**src/hdl/rrtt_pkg.sv**
```systemverilog
//------------------------------------------------------------------------------
// rrtt_pkg
// Shared types and constants for the round-robin task table.
//------------------------------------------------------------------------------
package rrtt_pkg;

	localparam int NUM_SLOTS_DEF = 16;

	typedef enum logic [2:0] {
		OP_CREATE = 3'd0,
		OP_TERM   = 3'd1,
		OP_SCHED  = 3'd2,
		OP_TICK   = 3'd3,
		OP_STATS  = 3'd4,
		OP_READ   = 3'd5
	} op_t;

	localparam logic [1:0] ST_TERM  = 2'd0;
	localparam logic [1:0] ST_READY = 2'd1;
	localparam logic [1:0] ST_RUN   = 2'd2;
	localparam logic [1:0] ST_BLOCK = 2'd3;

	localparam logic [1:0] STAT_OK   = 2'd0;
	localparam logic [1:0] STAT_FULL = 2'd1;
	localparam logic [1:0] STAT_BAD  = 2'd2;

	localparam logic [6:0] PCT_MAX = 7'd100;

endpackage

```
**src/hdl/rrtt_ram.sv**
```systemverilog
//------------------------------------------------------------------------------
// rrtt_ram
// Generic single-port RAM with registered read data.
//------------------------------------------------------------------------------
module rrtt_ram #(
	parameter int WIDTH = 32,
	parameter int DEPTH = 16
) (
	input  logic                     clk,
	input  logic                     we,
	input  logic [$clog2(DEPTH)-1:0] addr,
	input  logic [WIDTH-1:0]         wdata,
	output logic [WIDTH-1:0]         rdata
);

	logic [WIDTH-1:0] mem_q [DEPTH];

	// write, then register the read
	always_ff @(posedge clk) begin
		if (we) begin
			mem_q[addr] <= wdata;
		end
		rdata <= mem_q[addr];
	end

endmodule

```
**src/hdl/rrtt_div.sv**
```systemverilog
//------------------------------------------------------------------------------
// rrtt_div
// Restoring divider, one quotient bit per cycle, saturating percent result.
//------------------------------------------------------------------------------
module rrtt_div #(
	parameter int NW = 48
) (
	input  logic          clk,
	input  logic          arst_n,
	input  logic          start,
	input  logic [NW-1:0] num,
	input  logic [31:0]   den,
	output logic          done,
	output logic [6:0]    pct
);

	localparam int CW = $clog2(NW + 1);

	logic [NW-1:0] quo_q;
	logic [32:0]   rem_q;
	logic [CW-1:0] cnt_q;
	logic          busy_q;
	logic [32:0]   trial;

	assign trial = {rem_q[31:0], quo_q[NW-1]};

	// shift one numerator bit into the remainder per cycle
	always_ff @(posedge clk or negedge arst_n) begin
		if (!arst_n) begin
			busy_q <= 1'b0;
			done   <= 1'b0;
			cnt_q  <= '0;
		end else begin
			done <= 1'b0;
			if (start) begin
				busy_q <= 1'b1;
				cnt_q  <= CW'(NW);
			end else if (busy_q) begin
				cnt_q <= cnt_q - 1'b1;
				if (cnt_q == CW'(1)) begin
					busy_q <= 1'b0;
					done   <= 1'b1;
				end
			end
		end
	end

	always_ff @(posedge clk) begin
		if (start) begin
			quo_q <= num;
			rem_q <= '0;
		end else if (busy_q) begin
			if (trial >= {1'b0, den}) begin
				rem_q <= trial - {1'b0, den};
				quo_q <= {quo_q[NW-2:0], 1'b1};
			end else begin
				rem_q <= trial;
				quo_q <= {quo_q[NW-2:0], 1'b0};
			end
		end
	end

	// saturate at one hundred
	assign pct = (quo_q > NW'(rrtt_pkg::PCT_MAX)) ? rrtt_pkg::PCT_MAX : quo_q[6:0];

endmodule

```
**src/hdl/round_robin_task_table_top.sv**
```systemverilog
//------------------------------------------------------------------------------
// round_robin_task_table_top
// Task slot table with round-robin scheduler, tick accounting and statistics.
//------------------------------------------------------------------------------
// Usage: one input item (op, pid, priority_req, tick_ms) on in_valid/in_stall
// yields exactly one result item on out_valid/out_stall. in_stall is high
// while an item is in progress or a result waits to be taken.
// Create, stats, schedule and tick items walk the slot table through one
// shared slot pointer, one slot per cycle, with the runtime RAM read
// registered. Create stops at the first free slot; terminate reschedules
// only when the running slot goes; read goes through the registered RAM
// read. Tick reads the running slot, walks the sum of run times, then runs
// a bit-serial divide of the busy sum times 100 by the uptime, skipped at
// zero uptime. After the result leaves, the sequencer returns to idle and
// takes the next item from there. Reset clears state bits and the slot
// valid flags at once: slot 0 becomes the running idle task, all other
// slots terminated; RAM words of slots not yet written read as zero through
// a written flag per slot. While the receiver stalls, the result holds in
// the output registers and no new item is taken.
//------------------------------------------------------------------------------
module round_robin_task_table_top #(
	parameter int NUM_SLOTS = rrtt_pkg::NUM_SLOTS_DEF
) (
	input  logic        clk,
	input  logic        arst_n,
	input  logic        in_valid,
	output logic        in_stall,
	input  logic [2:0]  op,
	input  logic [3:0]  pid,
	input  logic [7:0]  priority_req,
	input  logic [15:0] tick_ms,
	output logic        out_valid,
	input  logic        out_stall,
	output logic [1:0]  status,
	output logic [3:0]  slot,
	output logic [3:0]  current_slot,
	output logic [1:0]  entry_state,
	output logic [7:0]  entry_priority,
	output logic [31:0] entry_runtime,
	output logic [31:0] entry_created,
	output logic [6:0]  busy_percent,
	output logic [31:0] uptime,
	output logic [4:0]  running_count,
	output logic [4:0]  ready_count,
	output logic [4:0]  blocked_count
);

	localparam int SW = $clog2(NUM_SLOTS);
	localparam int CW = $clog2(NUM_SLOTS + 1);
	localparam int NW = 32 + SW + 7;

	typedef enum logic [7:0] {
		S_IDLE  = 8'b00000001,
		S_FIND  = 8'b00000010,
		S_SCHED = 8'b00000100,
		S_RD    = 8'b00001000,
		S_RDW   = 8'b00010000,
		S_SUM   = 8'b00100000,
		S_DIV   = 8'b01000000,
		S_OUT   = 8'b10000000
	} fsm_t;

	fsm_t fsm_q;

	logic [1:0]    state_q [NUM_SLOTS];
	logic          wr_q [NUM_SLOTS];
	logic [7:0]    prio_q [NUM_SLOTS];
	logic [SW-1:0] run_q;
	logic [31:0]   up_q;
	logic [6:0]    pct_q;

	logic [2:0]    op_q;
	logic [3:0]    pid_q;
	logic [7:0]    preq_q;
	logic [15:0]   ms_q;
	logic [SW-1:0] ptr_q;
	logic [CW-1:0] step_q;
	logic          found_q;
	logic [SW-1:0] hit_q;
	logic [CW-1:0] nr_q, nd_q, nb_q;
	logic [NW-1:0] sum_q;
	logic          rdv_q;
	logic [SW-1:0] rdp_q;

	// shared RAM port for runtime and creation words
	logic          rt_we, cr_we;
	logic [SW-1:0] ram_addr;
	logic [31:0]   rt_wd, cr_wd, rt_rd, cr_rd;

	logic          div_start, div_done;
	logic [6:0]    div_pct;

	logic          pid_ok;
	logic [SW-1:0] pid_ix;
	logic [31:0]   rt_eff;
	logic [SW-1:0] run_nxt;

	assign pid_ok  = (32'(pid) < 32'(NUM_SLOTS));
	assign pid_ix  = SW'(pid_q);
	assign rt_eff  = wr_q[rdp_q] ? rt_rd : 32'd0;
	assign run_nxt = (32'(run_q) == NUM_SLOTS - 1) ? '0 : run_q + 1'b1;

	rrtt_ram #(.WIDTH(32), .DEPTH(NUM_SLOTS)) u_rt (
		.clk(clk), .we(rt_we), .addr(ram_addr), .wdata(rt_wd), .rdata(rt_rd)
	);
	rrtt_ram #(.WIDTH(32), .DEPTH(NUM_SLOTS)) u_cr (
		.clk(clk), .we(cr_we), .addr(ram_addr), .wdata(cr_wd), .rdata(cr_rd)
	);

	rrtt_div #(.NW(NW)) u_div (
		.clk(clk), .arst_n(arst_n), .start(div_start),
		.num(sum_q * NW'(100)), .den(up_q), .done(div_done), .pct(div_pct)
	);

	// RAM port control
	always_comb begin
		rt_we    = 1'b0;
		cr_we    = 1'b0;
		rt_wd    = 32'd0;
		cr_wd    = up_q;
		ram_addr = ptr_q;
		if (fsm_q == S_FIND && op_q == rrtt_pkg::OP_CREATE
		    && state_q[ptr_q] == rrtt_pkg::ST_TERM) begin
			rt_we = 1'b1;
			cr_we = 1'b1;
		end else if (fsm_q == S_RDW && rdv_q && op_q == rrtt_pkg::OP_TICK) begin
			ram_addr = rdp_q;
			rt_we    = 1'b1;
			rt_wd    = rt_eff + 32'(ms_q);
			// first write of a never-created slot: zero its creation word too
			cr_we    = !wr_q[rdp_q];
			cr_wd    = 32'd0;
		end else if (fsm_q == S_RD) begin
			ram_addr = (op_q == rrtt_pkg::OP_READ) ? pid_ix : run_q;
		end
	end

	assign div_start = (fsm_q == S_DIV) && (step_q == CW'(NUM_SLOTS));
	assign in_stall  = (fsm_q != S_IDLE);

	// sequencer: one slot per cycle through the shared pointer
	always_ff @(posedge clk or negedge arst_n) begin
		if (!arst_n) begin
			fsm_q     <= S_IDLE;
			out_valid <= 1'b0;
			run_q     <= '0;
			up_q      <= '0;
			pct_q     <= '0;
			for (int i = 0; i < NUM_SLOTS; i++) begin
				state_q[i] <= (i == 0) ? rrtt_pkg::ST_RUN : rrtt_pkg::ST_TERM;
				wr_q[i]    <= 1'b0;
				prio_q[i]  <= 8'd0;
			end
		end else begin
			unique case (fsm_q)
				S_IDLE: begin
					if (in_valid) begin
						op_q    <= op;
						pid_q   <= pid;
						preq_q  <= priority_req;
						ms_q    <= tick_ms;
						ptr_q   <= '0;
						step_q  <= '0;
						found_q <= 1'b0;
						nr_q    <= '0;
						nd_q    <= '0;
						nb_q    <= '0;
						sum_q   <= '0;
						rdv_q   <= 1'b0;
						status        <= rrtt_pkg::STAT_OK;
						slot          <= 4'd0;
						entry_state   <= 2'd0;
						entry_priority <= 8'd0;
						entry_runtime <= 32'd0;
						entry_created <= 32'd0;
						running_count <= 5'd0;
						ready_count   <= 5'd0;
						blocked_count <= 5'd0;
						unique case (op)
							rrtt_pkg::OP_CREATE, rrtt_pkg::OP_STATS: fsm_q <= S_FIND;
							rrtt_pkg::OP_SCHED: begin
								ptr_q <= run_nxt;
								fsm_q <= S_SCHED;
							end
							rrtt_pkg::OP_TERM: begin
								if (!pid_ok || state_q[SW'(pid)] == rrtt_pkg::ST_TERM) begin
									status <= rrtt_pkg::STAT_BAD;
									fsm_q  <= S_OUT;
								end else begin
									state_q[SW'(pid)] <= rrtt_pkg::ST_TERM;
									if (SW'(pid) == run_q) begin
										ptr_q <= run_nxt;
										fsm_q <= S_SCHED;
									end else begin
										fsm_q <= S_OUT;
									end
								end
							end
							rrtt_pkg::OP_TICK: begin
								up_q  <= up_q + 32'(tick_ms);
								rdv_q <= (state_q[run_q] == rrtt_pkg::ST_RUN);
								rdp_q <= run_q;
								fsm_q <= S_RD;
							end
							rrtt_pkg::OP_READ: begin
								if (pid_ok) begin
									rdp_q <= SW'(pid);
									fsm_q <= S_RD;
								end else begin
									status <= rrtt_pkg::STAT_BAD;
									fsm_q  <= S_OUT;
								end
							end
							default: fsm_q <= S_OUT;
						endcase
					end
				end
				S_FIND: begin
					// create: claim first terminated slot; stats: count states
					if (op_q == rrtt_pkg::OP_CREATE) begin
						if (state_q[ptr_q] == rrtt_pkg::ST_TERM) begin
							state_q[ptr_q] <= rrtt_pkg::ST_READY;
							prio_q[ptr_q]  <= preq_q;
							wr_q[ptr_q]    <= 1'b1;
							slot  <= 4'(ptr_q);
							fsm_q <= S_OUT;
						end
					end else begin
						unique case (state_q[ptr_q])
							rrtt_pkg::ST_RUN:   nr_q <= nr_q + 1'b1;
							rrtt_pkg::ST_READY: nd_q <= nd_q + 1'b1;
							rrtt_pkg::ST_BLOCK: nb_q <= nb_q + 1'b1;
							default: ;
						endcase
					end
					ptr_q  <= ptr_q + 1'b1;
					step_q <= step_q + 1'b1;
					if (step_q == CW'(NUM_SLOTS - 1)) begin
						fsm_q <= S_OUT;
						if (op_q == rrtt_pkg::OP_CREATE
						    && state_q[ptr_q] != rrtt_pkg::ST_TERM) begin
							status <= rrtt_pkg::STAT_FULL;
						end
						if (op_q == rrtt_pkg::OP_STATS) begin
							running_count <= 5'(nr_q + CW'(state_q[ptr_q] == rrtt_pkg::ST_RUN));
							ready_count   <= 5'(nd_q + CW'(state_q[ptr_q] == rrtt_pkg::ST_READY));
							blocked_count <= 5'(nb_q + CW'(state_q[ptr_q] == rrtt_pkg::ST_BLOCK));
						end
					end
				end
				S_SCHED: begin
					// walk from running+1 for a ready slot, then commit
					if (step_q == CW'(NUM_SLOTS)) begin
						if (found_q) begin
							if (hit_q != run_q && state_q[run_q] == rrtt_pkg::ST_RUN)
								state_q[run_q] <= rrtt_pkg::ST_READY;
							state_q[hit_q] <= rrtt_pkg::ST_RUN;
							run_q <= hit_q;
						end else begin
							if (run_q != '0 && state_q[run_q] == rrtt_pkg::ST_RUN)
								state_q[run_q] <= rrtt_pkg::ST_READY;
							state_q[0] <= rrtt_pkg::ST_RUN;
							run_q <= '0;
						end
						fsm_q <= S_OUT;
					end else begin
						if (!found_q && state_q[ptr_q] == rrtt_pkg::ST_READY) begin
							found_q <= 1'b1;
							hit_q   <= ptr_q;
						end
						ptr_q  <= (32'(ptr_q) == NUM_SLOTS - 1) ? '0 : ptr_q + 1'b1;
						step_q <= step_q + 1'b1;
					end
				end
				S_RD: begin
					// RAM read in flight
					fsm_q <= S_RDW;
				end
				S_RDW: begin
					if (op_q == rrtt_pkg::OP_READ) begin
						slot           <= pid_q;
						entry_state    <= state_q[rdp_q];
						entry_priority <= prio_q[rdp_q];
						entry_runtime  <= rt_eff;
						entry_created  <= wr_q[rdp_q] ? cr_rd : 32'd0;
						fsm_q <= S_OUT;
					end else begin
						if (rdv_q) wr_q[rdp_q] <= 1'b1;
						ptr_q <= '0;
						fsm_q <= S_SUM;
					end
				end
				S_SUM: begin
					// accumulate run time of live non-idle slots; read data lags one slot
					if (step_q >= CW'(2) && state_q[SW'(step_q - CW'(1))] != rrtt_pkg::ST_TERM
					    && wr_q[SW'(step_q - CW'(1))])
						sum_q <= sum_q + NW'(rt_rd);
					if (step_q == CW'(NUM_SLOTS)) begin
						if (up_q == 32'd0) begin
							pct_q <= '0;
							fsm_q <= S_OUT;
						end else begin
							fsm_q <= S_DIV;
						end
					end else begin
						step_q <= step_q + 1'b1;
						if (step_q != CW'(NUM_SLOTS - 1))
							ptr_q <= ptr_q + 1'b1;
					end
				end
				S_DIV: begin
					// start pulse on the first cycle, then wait for the quotient
					step_q <= '0;
					if (div_done) begin
						pct_q <= div_pct;
						fsm_q <= S_OUT;
					end
				end
				S_OUT: begin
					out_valid <= 1'b1;
					if (out_valid && !out_stall) begin
						out_valid <= 1'b0;
						fsm_q     <= S_IDLE;
					end
				end
				default: fsm_q <= S_IDLE;
			endcase
		end
	end

	assign current_slot = 4'(run_q);
	assign busy_percent = pct_q;
	assign uptime       = up_q;

endmodule

```
**config.mk**
```make
export PLATFORM = sky130hd
export DESIGN_NAME = round_robin_task_table_top
export DESIGN_NICKNAME = d
export VERILOG_FILES = /design/src/hdl/rrtt_pkg.sv /design/src/hdl/rrtt_ram.sv /design/src/hdl/rrtt_div.sv /design/src/hdl/round_robin_task_table_top.sv
export SDC_FILE = /design/constraint.sdc
export NUM_CORES = 2
export LEC_CHECK = 0
export BUFFER_PORTS_ARGS = -buffer_cell sky130_fd_sc_hd__buf_2
export CAP_MARGIN = 10
export CORE_ASPECT_RATIO = 0.75
export CORE_MARGIN = 10
export CORE_UTILIZATION = 57
export CTS_CLUSTER_DIAMETER = 120
export CTS_CLUSTER_SIZE = 14
export DETAILED_ROUTE_END_ITERATION = 10
export PLACE_DENSITY = 0.82
export SLEW_MARGIN = 0
export SYNTH_ARGS = -nofsm -noshare
export SYNTH_HDL_FRONTEND = slang
export SYNTH_SLANG_ARGS = --single-unit
```
**constraint.sdc**
```tcl
create_clock -name clk -period 5.9 [get_ports clk]
set_clock_uncertainty 0.2 [all_clocks]
set_input_delay 0.295 -clock clk [delete_from_list [all_inputs] [get_ports clk]]
set_output_delay 0.295 -clock clk [all_outputs]
set_load 0.01 [all_outputs]
```
==> qor.yml <==
worst_setup_path:
  slowest_stage: "mux4_4"
  worstPathRequired_ns: 6.22
  crit_arrival_ns: 5.87
  start_kind: "register"
  critPathMaxFanout: 48
  critical-path-top-cell-by-count: "buf_4"
  end_kind: "register"
  cp_cell_sequence: "mux4_2 -> mux4_4 -> buf_4 -> buf_4 -> and2_1 -> ha_1 -> o2111ai_1 -> nand2_1 -> a41o_1 -> o41a_1 -> nand4_1 -> xor2_1 -> nor2_2"
  worstSetupPathType: "reg2reg"
  crit_family: "multiplexers"
  worst-path-buf-inv: 2
  slowest_delay_ns: 0.70
place:
  io_buffers: 174
  gp_congestion: 0.963
  postPlaceCellArea_um2: 78200
  dp_slack_ns: 0.217
  dp_hpwl_um: 130000
synthesis:
  yosysSeqAreaShare_pct: 61.1
  synth-seq-cells: 1600
  ys.flop_type: "edfxtp_1"
  synth_mux_area_share_pct: 4.53
  syn-num-nets: 6726
  synthTopCellsByCount: "1266 x edfxtp_1, 1240 x nand2_1, 360 x nand3_1"
  ys_warn_count: 0
  netlist_instances: 6422
  syn-mean-instance-area_um2: 11.7
  yosys.area_share.simple_pct: 14.8
  netlist_top_cells_area: "edfxtp_1 51%, dfrtp_1 7.8%, nand2_1 6.2%, ha_1 3.8%, dfxtp_1 2.6%"
  synth-edff-count: 1266
  synth_compound_gate_area_share_pct: 9.19
  syn_area_um2: 75200
  ys_types: 91
  synth_top_family_by_area: "simple AND/OR/NAND/NOR gates"
  synth_area_leader_cell: "edfxtp_1"
  synth_fa_ha_area_share_pct: 4.87
  synth.most_common_cell: "edfxtp_1"
  synth_xor_area_share_pct: 2.18
  async_flop_share_pct: 14.8
  synth_top_area_share_pct: 50.6
job:
  cap_violations: 0
global_route:
  grt_max_degree: 144
  grt_pass1_wl_um: 314000
  grt.total_usage_pct: 27.6
  grt_overflow: 0
  antenna_found_initial: 16
  grt_pass1_vias: 51800
routing:
  first_pass_iters: 6
  dr_total_vias: 54100
  drt_iter0_markers: 8010
  routed_wl_um: 210000
  vias_per_cell: 6.44
  wl_per_cell_um: 25.0
  drc: 0
  antenna_left: 0
sta:
  slew_viol_final: 0
  hold_viol: 0
  relSlewSlack_pct: 7.43
  finalCriticalPeriod_ns: 5.56
  fin_crit_sh_pct: 94.2
  max_freq_ghz: 0.180
  timing.final.ws_setup_ns: 0.344
  tns_ns: 0
  rsz0062_at_grt: "false"
  setup_viol: 0
  worst_pin_slew_ns: 1.37
power_and_ir_drop:
  vdd_drop_max_uv: 315
  cellPowerDensity_nw_per_um2: 430
  total_power_uw: 35500
  cellLeakagePower_uw: 0.0321
status:
  outcome: "complete, no violations"
clock_tree:
  cts.htree.levels: 4
  root_buffer: "clkbuf_16"
  tritoncts: "built"
  cts_sinks: 1600
  clk_pin_slew_ns: 0.07
  clock_path_buffers: 3
  clock_latency_ns: 0.80
  post_cts_buffers: 0
  numCtsBuffers: 132
finish:
  nets: 6838
  fin_util_pct: 63.0
  post_route_cells_drive_above_1_share_pct: 11.4
  regArea_um2: 45900
  syn2layout_area_growth_pct: 9.92
  num-fill-cells: 9411
  multi_input_area_um2: 27100
  final_area_um2: 82600
floorplanning:
  die_y_um: 334
  start_util_pct: 57.3
  num_io_pins: 175
  row_count: 115
  dieArea_um2: 147000
  fp.coreArea_um2: 131000
  die_w_um: 439
hold_path:
  hold_path.class: "in2reg"
[report_power, final]
part           total (uW)  internal, uW  switching [uW]
sequential          14200         13200            1010
clock                8370          4290            4080
combinational       12900          4560            8360
[path summary, 6_finish.rpt]
path	from	endpoint	slack [ns]	cells after the start
max in group asynchronous	arst_n	u_div.busy_q	3.50	5
max reg2reg	rdp_q[0]	u_rt.mem_q[12][24]	0.34	13
max	rdp_q[0]	u_rt.mem_q[12][24]	0.34	13
min reg2reg	busy_percent[2]	busy_percent[2]	0.29	2
min	priority_req[5]	preq_q[5]	0.03	2
min in group asynchronous	arst_n	prio_q[97]	0.55	4
[what timing repair did]
action | CTS | global route
endpoints found under the hold margin | 165 | 0
endpoints found under the setup margin | 0 | 246
gates resized for setup | 0 | 16
hold buffers | 42 | 0
[registers in the layout, indices dropped and copies added, names as in the netlist, 41 cells and up]
name and flops:
u_cr.mem_q 512, u_div.quo_q 43, u_rt.mem_q 512, prio_q 128, sum_q 41
[per-stage QoR]
step | hold slack [ns] | cells
final | 0.0307 | 8399
after global routing | 0.0198 | 8395
after CTS | 0.00136 | 8387
after detailed placement | 0.127 | 8108
after global placement | 0.124 | 8108
after floorplan | -0.201 | 6422
[layout make-up]
| class | instances | area share, % |
|---|---|---|
| Timing Repair Buffer | 342 | 3.05 |
| Clock buffer | 224 | 4.44 |
| Clock inverter | 13 | 0.274 |
| Tap cell | 1755 | 2.66 |
| Antenna cell | 7 | 0.0212 |
| Multi-Input combinational cell | 4196 | 32.8 |
| Inverter | 262 | 1.19 |
| Sequential cell | 1600 | 55.5 |
[layout by cell type (no fill, tap or decap), types with 102 or more instances in the layout]
| cell | synthesis | layout |
|---|---|---|
| ha_1 | 230 | 230 |
| o21ai_0 | 212 | 212 |
| a311oi_1 | 192 | 192 |
| inv_1 | 261 | 261 |
| xnor2_1 | 107 | 107 |
| nor2_1 | 310 | 261 |
| dfrtp_1 | 234 | 233 |
| a21oi_1 | 249 | 247 |
| and3_1 | 215 | 215 |
| nand2_1 | 1240 | 1239 |
| edfxtp_1 | 1266 | 1266 |
| nand3_1 | 360 | 360 |
| buf_4 | 18 | 102 |
| mux2_2 | 135 | 134 |
| clkbuf_16 | 0 | 133 |
| buf_2 | 91 | 173 |
[routing by layer]
| metal | global-route usage, % | share of wire, % | vias to the layer above |
|---|---|---|---|
| met3 | 7.33 | 13 | 565 |
| met4 | 12.2 | 4.7 | 14 |
| met5 | 0 | 0.039 | - |
| met1 | 38.2 | 38 | 26300 |
| met2 | 40.9 | 44 | 3569 |
| li1 | - | - | 23600 |
[logic make-up (layout without fill, tap and decap cells)]
group,after synthesis,count (layout)
xor gates and xnor gates,186,186
other,0,7
AOI/OAI and AO/OA,1044,1044
and+or+nand+nor,2459,2459
buffers and inverters,626,841
muxes,238,238
adders and majority gates,269,269
DFF,1600,1600
Note: power is estimated with default switching activity, not from simulation.
